--- config.mk ---
export PLATFORM = sky130hd
export DESIGN_NAME = svf_ctrl
export DESIGN_NICKNAME = d
export VERILOG_FILES = /design/src/svf_pkg.sv /design/src/svf_ctrl.sv
export SDC_FILE = /design/constraint.sdc
export NUM_CORES = 1
export LEC_CHECK = 0
export ABC_CLOCK_PERIOD_IN_PS = 1500
export BUFFER_PORTS_ARGS = -buffer_cell sky130_fd_sc_hd__clkbuf_2
export CORE_AREA = 2 2 39 41
export CTS_BUF_LIST = sky130_fd_sc_hd__clkbuf_4 sky130_fd_sc_hd__clkbuf_8
export CTS_CLUSTER_DIAMETER = 150
export DETAILED_ROUTE_END_ITERATION = 8
export DIE_AREA = 0 0 41 43
export GPL_ROUTABILITY_DRIVEN = 0
export PLACE_DENSITY = 0.42
export SKIP_CTS_REPAIR_TIMING = 1
export SLEW_MARGIN = 20
export SYNTH_ARGS = -nofsm -noshare
export SYNTH_HDL_FRONTEND = slang
export SYNTH_SLANG_ARGS = --single-unit
--- constraint.sdc ---
create_clock -name i_clk -period 1.5 [get_ports i_clk]
set_input_delay 0.3 -clock i_clk [delete_from_list [all_inputs] [get_ports i_clk]]
set_output_delay 0.3 -clock i_clk [all_outputs]
set_load 0.005 [all_outputs]
--- src/svf_pkg.sv ---
package svf_pkg;

    // fixed widths of the filter arithmetic
    localparam int STATE_W    = 32;
    localparam int COEF_W     = 23;
    localparam int GAIN_W     = 20;
    localparam int COEF_FRAC  = 22;
    localparam int GAIN_FRAC  = 16;
    localparam int PROD_W     = 60;                   // product and accumulator width
    localparam int V_W        = PROD_W - COEF_FRAC;   // v1 and v2 width
    localparam int DIFF_W     = 40;                   // 2*v - s before saturation
    localparam int MOP_W      = 24;                   // signed coefficient operand
    localparam int CFG_ADDR_W = 2;
    localparam int CFG_DATA_W = 23;

    // defaults handed to the top level parameters
    localparam int CHANNELS_DEF    = 2;
    localparam int SAMPLE_BITS_DEF = 24;

    // register reset values
    localparam logic [COEF_W-1:0] A1_RST   = 23'd2097152;
    localparam logic [COEF_W-1:0] A2_RST   = 23'd1048576;
    localparam logic [COEF_W-1:0] A3_RST   = 23'd1048576;
    localparam logic [GAIN_W-1:0] GAIN_RST = 20'd65536;

    // rounding offsets (half an lsb after the shift)
    localparam logic signed [PROD_W-1:0] RND_COEF = PROD_W'(64'sd1 <<< (COEF_FRAC - 1));
    localparam logic signed [PROD_W-1:0] RND_GAIN = PROD_W'(64'sd1 <<< (GAIN_FRAC - 1));

    // configuration register indexes
    typedef enum logic [CFG_ADDR_W-1:0] {
        CFG_A1   = 2'd0,
        CFG_A2   = 2'd1,
        CFG_A3   = 2'd2,
        CFG_GAIN = 2'd3
    } t_cfg_idx;

    // sequencer states
    typedef enum logic [2:0] {
        S_IDLE,
        S_MUL1,
        S_MUL2,
        S_SUM,
        S_GAIN,
        S_OUT
    } t_state;

    // controller to datapath commands
    typedef struct packed {
        logic load;
        logic mul1;
        logic mul2;
        logic sum;
        logic gain;
        logic out_load;
    } t_cmd;

    // datapath to controller status
    typedef struct packed {
        logic out_free;
    } t_stat;

    // saturate a difference to the 32-bit state range
    function automatic logic signed [STATE_W-1:0] sat_state(
        input logic signed [DIFF_W-1:0] v
    );
        logic signed [DIFF_W-1:0] hi;
        logic signed [DIFF_W-1:0] lo;
        hi = DIFF_W'(32'sh7FFFFFFF);
        lo = DIFF_W'(32'sh80000000);
        if (v > hi) begin
            return 32'sh7FFFFFFF;
        end else if (v < lo) begin
            return 32'sh80000000;
        end
        return STATE_W'(v);
    endfunction

endpackage

--- src/svf_ctrl.sv ---
module svf_ctrl (
    input  logic             i_clk,
    input  logic             i_rst_n,
    input  logic             i_in_valid,
    output logic             o_in_ready,
    input  svf_pkg::t_stat   i_stat,
    output svf_pkg::t_cmd    o_cmd
);

    svf_pkg::t_state r_state;
    svf_pkg::t_state n_state;

    // state register
    always_ff @(posedge i_clk) begin
        if (!i_rst_n) begin
            r_state <= svf_pkg::S_IDLE;
        end else begin
            r_state <= n_state;
        end
    end

    // next state
    always_comb begin
        n_state = r_state;
        unique case (r_state)
            svf_pkg::S_IDLE: begin
                if (i_in_valid) n_state = svf_pkg::S_MUL1;
            end
            svf_pkg::S_MUL1: n_state = svf_pkg::S_MUL2;
            svf_pkg::S_MUL2: n_state = svf_pkg::S_SUM;
            svf_pkg::S_SUM:  n_state = svf_pkg::S_GAIN;
            svf_pkg::S_GAIN: n_state = svf_pkg::S_OUT;
            svf_pkg::S_OUT: begin
                if (i_stat.out_free) n_state = svf_pkg::S_IDLE;
            end
            default: n_state = svf_pkg::S_IDLE;
        endcase
    end

    // command outputs
    always_comb begin
        o_cmd      = '0;
        o_in_ready = 1'b0;
        unique case (r_state)
            svf_pkg::S_IDLE: begin
                o_in_ready = 1'b1;
                o_cmd.load = i_in_valid;
            end
            svf_pkg::S_MUL1: o_cmd.mul1 = 1'b1;
            svf_pkg::S_MUL2: o_cmd.mul2 = 1'b1;
            svf_pkg::S_SUM:  o_cmd.sum  = 1'b1;
            svf_pkg::S_GAIN: o_cmd.gain = 1'b1;
            svf_pkg::S_OUT:  o_cmd.out_load = i_stat.out_free;
            default: o_cmd = '0;
        endcase
    end

endmodule

### Word level (Yosys, flattened, before mapping)

Index checks and enable logic that the tools add are counted.

| storage, ports and cells | value |
|---|---|
| bits in registers | 3 |
| output and inout port bits | 7 |
| logic and storage cells | 20 |

| operators by class | value |
|---|---|
| equal/unequal tests | 7 |
| mux-type cells | 10 |
| reduce and logical (&&, ||, !) cells | 2 |

Operators by type and width:

| operator | number |
|---|---|
| one-hot mux 3 bit (6 select lines) | 1 |
| 2-to-1 mux 1 bit | 7 |
| == test 3 x 2 -> 1 bit (second input constant) | 2 |
| == test 3 bit (second input constant) | 2 |
| 2-to-1 mux 3 bit | 2 |
| inequality test 2 bit (second input constant) | 2 |
| == test 3 x 1 -> 1 bit (second input constant) | 1 |
| logical NOT 3 bit | 1 |
| AND reduction 2 bit | 1 |

### Depth between registers and ports, before layout

Gate-level depths: netlist (run 1).

| logic depth | value |
|---|---|
| depth after elaboration | 3 |
| mapped depth | 4 |

### Worst setup path after synthesis (run 1)

Ideal clock, no wire load.

| path | value |
|---|---|
| path kind | register to output |
| from | reg r_state[0] |
| to | out o_cmd[5] (netlist bit) |
| data arrival time | 831 ps |
| data required time | 1200 ps |
| slack | 369 ps |
| cell stages (with the launch flop) | 4 |
| cells stage by stage | dfxtp_1 buf_6 nor3_1 and2_1 |

RTL lines:

| element | RTL line | source |
|---|---|---|
| start, declared | svf_ctrl.sv:10 | `svf_pkg::t_state r_state;` |
| start signal, assigned | svf_ctrl.sv:16 | `r_state <= svf_pkg::S_IDLE;` |
| start signal, assigned | svf_ctrl.sv:18 | `r_state <= n_state;` |
| end, declared | svf_ctrl.sv:7 | `output svf_pkg::t_cmd o_cmd` |

==> results of run 1 <==
through the flow:
step                      cell area [um2]  power (uW)  worst slack, ps
after CTS                           269.0       339.7            77.31
after global routing                274.0       359.8           -4.131
final                               274.0       330.7            119.6
after detailed placement            239.0       168.6            325.1
after floorplan                     191.4       154.0            369.0
after global placement              239.0       168.8            336.5
worst max path at each step:
stage / to / slack [ps] / cells past startpoint
finish: o_cmd[3] / 120 / 2
floorplan: o_cmd[5] / 370 / 3
detailed placement: o_cmd[5] / 330 / 3
global route: o_cmd[3] / -4 / 2
CTS: o_cmd[5] / 80 / 3
global placement: o_cmd[5] / 340 / 3
kinds of logic after synthesis:
group	after synthesis	share of synthesized area
buffers and inverters	3	0.1372
AND/OR/NAND/NOR	12	0.3857
AO/OA/AOI/OAI	4	0.1176
flip-flops	3	0.3137
XOR/XNOR	1	0.04576
synthesized netlist by cell type:
| library cell | number |
|---|---|
| o21ai_0 | 1 |
| a21oi_1 | 2 |
| and3_4 | 1 |
| nor2_1 | 2 |
| nand2b_1 | 1 |
| and3_2 | 1 |
| nand2_1 | 1 |
| inv_2 | 1 |
| nor3_1 | 2 |
| xor2_1 | 1 |
| buf_6 | 2 |
| and3_1 | 1 |
| and2_1 | 1 |
| dfxtp_1 | 3 |
| o21a_1 | 1 |
| nor3b_1 | 2 |
metal layers:
layer  share of wire  vias to the layer above  GRT usage  wire [um]
met2            0.42                        3    0.06563        181
met1            0.53                       91    0.07051        229
met4               0                        0    0.04000          0
met3           0.042                        0    0.04712         18
li1                -                      102          -          -
met5               0                        -          0          0
power by group through the flow:
stage	Clock [uW]	Sequential (uW)	Combinational, uW
floorplan	0	94.4	59.7
global placement	0	108	61.3
detailed placement	0	107	61.4
CTS	172	106	61.8
global route	179	110	71.0
finish	161	108	62.1
cell type report:
cell class,count,area share
clock buffer,4,0.1096
sequential,3,0.2192
tap,16,0.07306
timing repair buffer,10,0.1826
inverter,1,0.01370
multi-input combinational,17,0.4018
==> summary.md, run 1 <==
| Metric | Value |
|---|---|
| Outcome | `finished, final reports clean` |
| Total nets after synthesis | `27` |
| Post-Synthesis Cells | `23` |
| Required arrival time at the worst endpoint | `1200 ps` |
| IO buf count | `10` |
| Post-synthesis instance area | `191.4 um2` |
| Lkg Pwr | `0.0001331 uW` |
| Post-layout instance count excluding filler cells | `51` |
| Gate family responsible for the most delay along the worst path | `flip-flops` |
| Worst path max stage delay | `480 ps` |
| Sequential cell area | `60.06 um2` |
| Leading cell type in the layout, fill and taps excluded | `clkbuf_2` |
| Share of the cycle needed by the critical path after routing | `0.9202` |
| Destination of the worst hold path | `r_state[2]` |
| Number of slew-limit violations in the final report | `0` |
| Combinational fraction of design power | `0.188` |
| Ys Warns | `0` |
| Global Route Usage Sum | `0.05817` |
| Clk pin slew, worst setup/hold paths | `40 ps` |
| Residual overflow from global routing | `0` |
| Routed WL per cell | `8.412 um` |
| Data arrival time of the critical path | `1080 ps` |
| Number of cells on the worst hold path | `2` |
| Number of primary I/O pins | `11` |
| Worst min-delay path class | `primary input to register` |
| Sort of element at the end of the critical path | `output pin` |
| Flip-flop count of the largest register, all copies and words added | `3` |
| Antenna Cells | `0` |
| Final period demand of the worst path | `1380 ps` |
| Root buffer selected by CTS | `clkbuf_4` |
| Pwr dens | `1207 nW/um2` |
| Total placed cells including tap cells | `47` |
| CP Class | `register to output pin` |
| Registers with the most flip-flops | `r_state (3)` |
| DRT antenna net count | `0` |
| Starting density of the core | `0.1383` |
| Setup TNS Final | `0 ps` |
| Post-route DRC violation count | `0` |
| H-tree lvl count | `1` |
| Final Util | `0.1980` |
| Cell Rows | `14` |
| DRC violation total after the first TritonRoute iteration | `3` |
| Part of the Yosys area used for sequential elements | `0.3137` |
| Ratio of routed vias to standard cells | `3.843` |
| Maximum number of pins on one net before global-route repair | `10` |
| Slowest cell on crit path | `dfxtp_1` |
| Number of synthesized register bits | `3` |
| Highest clock rate | `724.5 MHz` |
| Biggest area consumer among synthesized cells | `dfxtp_1` |
| Sw Share | `0.2604` |
| Launching element of the worst setup path | `r_state[1]` |
| First-pass GRT wire length | `648 um` |
| Startpoint of the most critical hold path | `i_rst_n` |
| Area fraction of the dominant cell type after synthesis | `0.3137` |
| Cell-by-cell listing of the critical path | `nor3b_1, clkbuf_2` |
| Number of inserted filler cells in the final layout | `164` |
| Horizontal die dimension | `41 um` |
| Register containing the most flip-flops in the final layout | `r_state` |
| Smallest hold slack | `310.1 ps` |
| CTS tree | `built` |
| Clock buffer depth | `2` |
| Avg Synthesized Cell Area | `8.323 um2` |
| Source-to-sink clock delay at the later pin of the worst-skew pair | `230 ps` |
| Core footprint | `1384 um2` |
| Net Sw Power | `86.09 uW` |
| Buffers and inverters on the worst path | `1` |
| Share of cells above drive strength 1 | `0.5143` |
| Commonest non-fill, non-tap cells in the layout | `clkbuf_2, clkbuf_4, dfxtp_1` |
| Die Height | `43 um` |
| Max Fanout on Critical Path | `8` |
| Startpoint type of the worst setup path | `register` |
| Number of hold violations in the final report | `0` |
| Netlist cell types | `16` |
| Total vias in the final route | `196` |
| Internal Power | `244.6 uW` |
| Net count, final | `40` |
| Ranking of synthesized cells by area | `dfxtp_1, buf_6, nor3b_1, and3_4, a21oi_1` |
| Final number of setup-violating endpoints | `0` |
| Share of power burned in the clock network | `0.486` |
| Total wire length after detailed routing | `429 um` |
| Source of the worst register-to-register timing path | `r_state[1]` |
| Final Skew | `4.041 ps` |
| Peak ir drop on the vdd network | `0.2918 mV` |
| Slew at the pin closest to its max-slew limit | `296.5 ps` |
| Number of iterations in the first detailed-routing pass | `4` |
| Area growth from synthesis to layout | `43.14%` |
| Number of buffers added by the clock tree synthesis step | `3` |
| Worst slew margin relative to its limit | `0.8020` |
| Number of antenna violations at the first check in global routing | `0` |
| Setup slack on the worst flop-to-flop path | `490 ps` |
| Total of max-cap violations | `0` |
| TritonCTS sink count | `3` |
| Number of cells on the worst reg-to-reg path | `3` |
| Via count of the first global-routing pass | `168` |
| Power share of the sequential group | `0.326` |
| Multi-input gate area in the final layout | `110.1 um2` |
| Area of the die | `1763 um2` |
| Worst reg2reg endpoint | `r_state[2]` |
Power figures use the tool's default switching activity.
==> inputs of run 2 (changes only) <==
Settings changed: ABC_AREA set to 1, CORE_AREA 2 2 39 41 to 4 4 41 43, DIE_AREA 0 0 41 43 to 0 0 45 47, PLACE_DENSITY 0.42 to 0.43.
==> run 2 against run 1 <==
Sequential power about the same. Synthesized cell count rose by 35%. Count of clock-buffer cells in the layout is the same. Combinational power grew 17%. Critical path type unchanged. Highest routed layer unchanged.
==> summary.md, run 2 <==
| Metric | Value |
|---|---|
| Outcome | `finished, final reports clean (unchanged)` |
| Register containing the most flip-flops in the final layout | `r_state (unchanged)` |
| Post-DP HPWL | `377.9 um` |
| Lkg Pwr | `0.0001520 uW (was 0.0001331 uW)` |
| Peak ir drop on the vdd network | `0.4173 mV (was 0.2918 mV)` |
| Startpoint type of the worst setup path | `register (unchanged)` |
| Ratio of routed vias to standard cells | `3.864 (was 3.843)` |
| Area growth from synthesis to layout | `45.40% (was 43.14%)` |
| M1 GR Usage | `0.07240 (was 0.07051)` |
| Cell Rows | `13 (was 14)` |
| Total vias in the final route | `228 (was 196)` |
| Avg Synthesized Cell Area | `6.579 um2 (was 8.323 um2)` |
| Data arrival time of the critical path | `1070 ps (was 1080 ps)` |
| Net count, final | `49 (was 40)` |
| Area fraction of the dominant cell type after synthesis | `0.2945 (was 0.3137)` |
| Total wire length after detailed routing | `505 um (was 429 um)` |
| Ranking of synthesized cells by area | `dfxtp_1, nor3_2, inv_1, nor2_1, nor2_2 (was dfxtp_1, buf_6, nor3b_1, and3_4, a21oi_1)` |
| Netlist cell types | `12 (was 16)` |
| Total of max-cap violations | `0 (unchanged)` |
| Number of synthesized register bits | `3 (unchanged)` |
| Share of synthesized registers carrying an async set or reset | `0 (unchanged)` |
| Biggest area consumer among synthesized cells | `dfxtp_1 (unchanged)` |
| Sort of element at the end of the critical path | `output pin (unchanged)` |
| Synth Area in XOR/XNOR | `0 (was 0.04575)` |
| Number of cells on the worst reg-to-reg path | `5 (was 3)` |
| Number of buffers added by the clock tree synthesis step | `3 (unchanged)` |
| Largest family of logic cells by synthesized area | `simple AND/OR/NAND/NOR gates (unchanged)` |
| Setup TNS Final | `0 ps (unchanged)` |
| Commonest non-fill, non-tap cells in the layout | `clkbuf_2, inv_1, nor2_1 (was clkbuf_2, clkbuf_4, dfxtp_1)` |
| Maximum number of pins on one net before global-route repair | `9 (was 10)` |
| TritonCTS sink count | `3 (unchanged)` |
| Via count of the first global-routing pass | `178 (was 168)` |
| Sum of internal, switching and leakage power | `340.5 uW (was 330.7 uW)` |
| Required arrival time at the worst endpoint | `1200 ps (about the same)` |
| Antenna Cells | `0 (unchanged)` |
| Flip-flop count of the largest register, all copies and words added | `3 (unchanged)` |
| Final Skew | `1.551 ps (was 4.041 ps)` |
| Worst slew margin relative to its limit | `0.8189 (was 0.8020)` |
| Routed WL per cell | `8.559 um (was 8.412 um)` |
| Number of enable flip-flop cells after synthesis | `0 (unchanged)` |
| Post-Synthesis Cells | `31 (was 23)` |
| Residual overflow from global routing | `0 (unchanged)` |
| Clk pin slew, worst setup/hold paths | `40 ps (about the same)` |
| Multiplexer area fraction after synthesis | `0 (unchanged)` |
| IO buf count | `10 (unchanged)` |
| DRT antenna net count | `0 (unchanged)` |
| Final number of setup-violating endpoints | `0 (unchanged)` |
| Max Fanout on Critical Path | `7 (was 8)` |
| Registers with the most flip-flops | `r_state (3) (unchanged)` |
| Setup repair after global routing missed its margin | `no` |
| Total nets after synthesis | `35 (was 27)` |
| Area share of and/or/nand/nor cells after synthesis | `0.4479 (was 0.3856)` |
| H-tree lvl count | `1 (unchanged)` |
| Final period demand of the worst path | `1374 ps (was 1380 ps)` |
| Highest clock rate | `727.7 MHz (was 724.5 MHz)` |
| Starting density of the core | `0.1567 (was 0.1383)` |
| DRC violation total after the first TritonRoute iteration | `1 (was 3)` |
| Global-route layer with the greatest usage | `met1 (unchanged)` |
| Number of slew-limit violations in the final report | `0 (unchanged)` |
| CP Class | `register to output pin (unchanged)` |
| Smallest hold slack | `316.3 ps (was 310.1 ps)` |
| Core footprint | `1301 um2 (was 1384 um2)` |
| Die Height | `47 um (was 43 um)` |
| Number of antenna violations at the first check in global routing | `0 (unchanged)` |
| Clock buffer depth | `2 (unchanged)` |
| Ys Warns | `0 (unchanged)` |
| Share of cells above drive strength 1 | `0.5000 (was 0.5143)` |
| Number of cells on the worst hold path | `3 (was 2)` |
| Post-route DRC violation count | `0 (unchanged)` |
| Slew at the pin closest to its max-slew limit | `271.3 ps (was 296.5 ps)` |
| Post-synthesis instance area | `203.9 um2 (was 191.4 um2)` |
| Setup slack on the worst flop-to-flop path | `510 ps (was 490 ps)` |
| Share of the cycle needed by the critical path after routing | `0.9161 (was 0.9202)` |
| Top cells by count, synth | `inv_1, nor2_1, dfxtp_1, nand2_1, nor3_2` |
| Predominant post-synthesis flop cell | `dfxtp_1 (unchanged)` |
| Number of hold violations in the final report | `0 (unchanged)` |
| Worst min-delay path class | `primary input to register (unchanged)` |
| Number of primary I/O pins | `11 (unchanged)` |
| Met3 usage in global routing | `0.05747 (was 0.04712)` |
| Area of the die | `2115 um2 (was 1763 um2)` |
| First-pass GRT wire length | `800 um (was 648 um)` |
| Adder-cell share of the synthesized area | `0 (unchanged)` |
| Share of the synthesized area in compound gates (AO/OA/AOI/OAI) | `0.09202 (was 0.1176)` |
| Horizontal die dimension | `45 um (was 41 um)` |
| Pwr dens | `1148 nW/um2 (was 1207 nW/um2)` |
| Met2 usage | `0.05932 (was 0.06563)` |
| Leading cell type in the layout, fill and taps excluded | `clkbuf_2 (unchanged)` |
| Root buffer selected by CTS | `clkbuf_4 (unchanged)` |
| Number of iterations in the first detailed-routing pass | `4 (unchanged)` |
| Global Route Usage Sum | `0.06073 (was 0.05817)` |
| Part of the Yosys area used for sequential elements | `0.2945 (was 0.3137)` |
| CTS tree | `built (unchanged)` |
| Source-to-sink clock delay at the later pin of the worst-skew pair | `230 ps (about the same)` |
## run 2: worst max-delay path: stages, from the launching register on
cell,delay (ps)
dfxtp_1,460
nand2_1,110
nor2_2,130
clkbuf_2,130
## run 2: worst paths after layout
check | startpoint | to
max | r_state[1] | o_cmd[2]
min | i_rst_n | r_state[2]
max reg2reg | r_state[1] | r_state[2]
min reg2reg | r_state[0] | r_state[0]
## run 2: cell families after synthesis
group,count (synthesis)
buffers and inverters,8
and+or+nand+nor,17
AOI/OAI and AO/OA,3
DFF,3
## run 2: cell type report
type	instances	area, um2
multi-input cells	20	110.1
fillers	150	1005
repair buffers	10	50.05
inverters	7	26.28
flip-flops and latches	3	61.31
clock buffers	4	30.03
well taps	15	18.77
## run 2: through the flow
| step | worst slack (ps) | instance area (um2) | util | std cells |
|---|---|---|---|---|
| 2_1_floorplan | 519.1 | 203.9 | - | 31 |
| 3_3_place_gp | 325.2 | 265.3 | 0.2038 | 55 |
| 3_5_place_dp | 318.8 | 265.3 | 0.2038 | 55 |
| 4_1_cts | 59.71 | 295.3 | 0.2269 | 59 |
| 5_1_grt | 12.91 | 296.5 | 0.2279 | 59 |
| 6_report | 125.8 | 296.5 | 0.2279 | 59 |
## run 2: metal layers
layer	up-vias	routed length, um
li1	121	-
met1	92	240
met2	15	198
met3	0	67
met4	0	0
met5	-	0
## run 2: where the power goes
group | switching (uW) | total, uW | internal, uW
Combinational | 39.3 | 72.5 | 33.1
Clock | 44.5 | 162 | 118
Sequential | 16.5 | 106 | 89.0
Total | 100 | 340 | 240
==> inputs of run 3 (changes only) <==
Settings changed: ABC_CLOCK_PERIOD_IN_PS 1500 to 1400.
Clock period 1.5 ns to 1.4 ns, I/O delays scaled along.
==> run 3 against run 2 <==
Sequential share of layout area up 0.96 points. Sequential power grew 8%. Cell area grew 3.4%. Flip-flop and latch count unchanged. Critical path type unchanged. Critical endpoint is now o_cmd[5].
==> summary.md, run 3 (synthesized netlist as in run 2, its figures left out) <==
| Metric | Value |
|---|---|
| Clk pin slew, worst setup/hold paths | `40 ps (about the same)` |
| Stages on worst setup path | `4 (was 3)` |
| Slew at the pin closest to its max-slew limit | `180.6 ps (was 271.3 ps)` |
| IO buf count | `10 (unchanged)` |
| Smallest hold slack | `294.5 ps (was 316.3 ps)` |
| Buffers and inverters on the worst path | `2 (was 1)` |
| First-pass GRT wire length | `800 um (unchanged)` |
| CP Class | `register to output pin (unchanged)` |
| Gate family responsible for the most delay along the worst path | `flip-flops (unchanged)` |
| Ratio of routed vias to standard cells | `3.814 (was 3.864)` |
| Area of the die | `2115 um2 (unchanged)` |
| Number of iterations in the first detailed-routing pass | `4 (unchanged)` |
| Flip-flop count of the largest register, all copies and words added | `3 (unchanged)` |
| Pwr dens | `1200 nW/um2 (was 1148 nW/um2)` |
| Cell Rows | `13 (unchanged)` |
| Worst setup path end | `o_cmd[5] (was o_cmd[2])` |
| CTS tree | `built (unchanged)` |
| Launching element of the worst setup path | `r_state[0] (was r_state[1])` |
| Worst slew margin relative to its limit | `0.8789 (was 0.8189)` |
| Via count of the first global-routing pass | `178 (unchanged)` |
| DRT antenna net count | `0 (unchanged)` |
| Residual overflow from global routing | `0 (unchanged)` |
| Routed WL per cell | `8.746 um (was 8.559 um)` |
| Root buffer selected by CTS | `clkbuf_4 (unchanged)` |
| Number of antenna violations at the first check in global routing | `0 (unchanged)` |
| Number of buffers added by the clock tree synthesis step | `3 (unchanged)` |
| H-tree lvl count | `1 (unchanged)` |
| Horizontal die dimension | `45 um (unchanged)` |
| Required arrival time at the worst endpoint | `1120 ps (was 1200 ps)` |
| Share of the cycle needed by the critical path after routing | `0.9235` |
| Worst min-delay path class | `primary input to register (unchanged)` |
| Post-DP HPWL | `377.9 um (unchanged)` |
| Max Fanout on Critical Path | `6 (was 7)` |
| Total vias in the final route | `225 (was 228)` |
| Sort of element at the end of the critical path | `output pin (unchanged)` |
| Worst reg2reg endpoint | `r_state[2] (unchanged)` |
| Setup slack on the worst flop-to-flop path | `480 ps (was 510 ps)` |
| Number of hold violations in the final report | `0 (unchanged)` |
| Antenna Cells | `0 (unchanged)` |
| Commonest non-fill, non-tap cells in the layout | `clkbuf_2, inv_1, nor2_1 (unchanged)` |
| Highest clock rate | `773.4 MHz` |
| Net count, final | `49 (unchanged)` |
| Registers with the most flip-flops | `r_state (3) (unchanged)` |
| Post-route DRC violation count | `0 (unchanged)` |
| Share of cells above drive strength 1 | `0.5682 (was 0.5000)` |
| Maximum number of pins on one net before global-route repair | `9 (unchanged)` |
| Outcome | `finished, final reports clean (unchanged)` |
| DRC violation total after the first TritonRoute iteration | `1 (unchanged)` |
| Number of inserted filler cells in the final layout | `149 (was 150)` |
| Leading cell type in the layout, fill and taps excluded | `clkbuf_2 (unchanged)` |
| Lkg Pwr | `0.0001546 uW (was 0.0001520 uW)` |
| Area after detailed placement | `265.3 um2 (unchanged)` |
| Startpoint type of the worst setup path | `register (unchanged)` |
| Total wire length after detailed routing | `516 um (was 505 um)` |
| Number of slew-limit violations in the final report | `0 (unchanged)` |
| Final period demand of the worst path | `1293 ps` |
| Worst path max stage delay | `340 ps (was 460 ps)` |
| Final Skew | `1.446 ps (was 1.551 ps)` |
| Clock buffer depth | `2 (unchanged)` |
| Source-to-sink clock delay at the later pin of the worst-skew pair | `230 ps (about the same)` |
| Summed area of non-filler cells in the final layout | `306.5 um2 (was 296.5 um2)` |
| Cell-by-cell listing of the critical path | `inv_1, nand2_1, nor3_2, clkbuf_2 (was nand2_1, nor2_2, clkbuf_2)` |
| TritonCTS sink count | `3 (unchanged)` |
| Slowest cell on crit path | `dfxtp_2 (was dfxtp_1)` |
| Sum of internal, switching and leakage power | `367.9 uW (was 340.5 uW)` |
| Source of the worst register-to-register timing path | `r_state[1] (unchanged)` |
| Data arrival time of the critical path | `1010 ps (was 1070 ps)` |
| Starting density of the core | `0.1567 (unchanged)` |
| Die Height | `47 um (unchanged)` |
| Startpoint of the most critical hold path | `i_rst_n (unchanged)` |
| Area growth from synthesis to layout | `50.31% (was 45.40%)` |
| Global Route Usage Sum | `0.06073 (unchanged)` |
| Register containing the most flip-flops in the final layout | `r_state (unchanged)` |
| Number of cells on the worst reg-to-reg path | `5 (unchanged)` |
| Number of primary I/O pins | `11 (unchanged)` |
| Final number of setup-violating endpoints | `0 (unchanged)` |
| Setup repair after global routing missed its margin | `no (unchanged)` |
| Total of max-cap violations | `0 (unchanged)` |
| Peak ir drop on the vdd network | `0.4465 mV (was 0.4173 mV)` |
| Core footprint | `1301 um2 (unchanged)` |
==> run 3: changes by cell type in the layout (fill, tap and decap cells not counted) <==
cell     before  now
dfxtp_2       1    2
dfxtp_4       0    1
dfxtp_1       2    0
nor3_2        3    4
nor3_1        2    1
==> run 3: worst min-delay path by stage <==
stage	slack (ps)	endpoint	cells after the start
final	290	r_state[2]	3
after global routing	290	r_state[2]	3
after CTS	300	r_state[2]	3
after detailed placement	550	r_state[2]	3
after global placement	550	r_state[2]	3
after floorplan	440	r_state[2]	2
==> run 3: stage by stage <==
stage / utilization / TNS [ps] / std cells / setup slack (ps)
2_1_floorplan: - / 0 / 31 / 439.1
3_3_place_gp: 0.2038 / 0 / 55 / 245.2
3_5_place_dp: 0.2038 / 0 / 55 / 238.8
4_1_cts: 0.2269 / -20.29 / 59 / -20.29
5_1_grt: 0.2356 / 0 / 59 / 1.615
6_report: 0.2356 / 0 / 59 / 107.0
==> run 3: report_power, final <==
group	total, uW	switching [uW]	internal [uW]	leakage [uW]
clock network	174	47.5	126	0.0000184
registers	114	18.0	96.0	0.0000261
logic	80.0	43.5	36.5	0.000110
==> run 3: per-layer routing <==
layer	wire [um]	global-route usage	up-vias
met5	0	0	-
met4	0	0.05263	0
met3	63	0.05747	0
met2	209	0.05932	13
met1	243	0.07240	91
li1	-	-	121
==> run 3: worst reg2reg max path: stages (launching register included) <==
cell     delay, ps
dfxtp_2        390
inv_2           50
nand2_1        130
nor2_2          50
nor2_1         110
a21oi_2         60
==> run 3: final cells by class <==
type                            count  area, um2  share of cell area
Sequential cell                     3      66.31              0.2163
Tap cell                           15      18.77             0.06122
Multi-Input combinational cell     20      115.1              0.3755
Timing Repair Buffer               10      50.05              0.1633
Inverter                            7      26.28             0.08571
Clock buffer                        4      30.03             0.09796
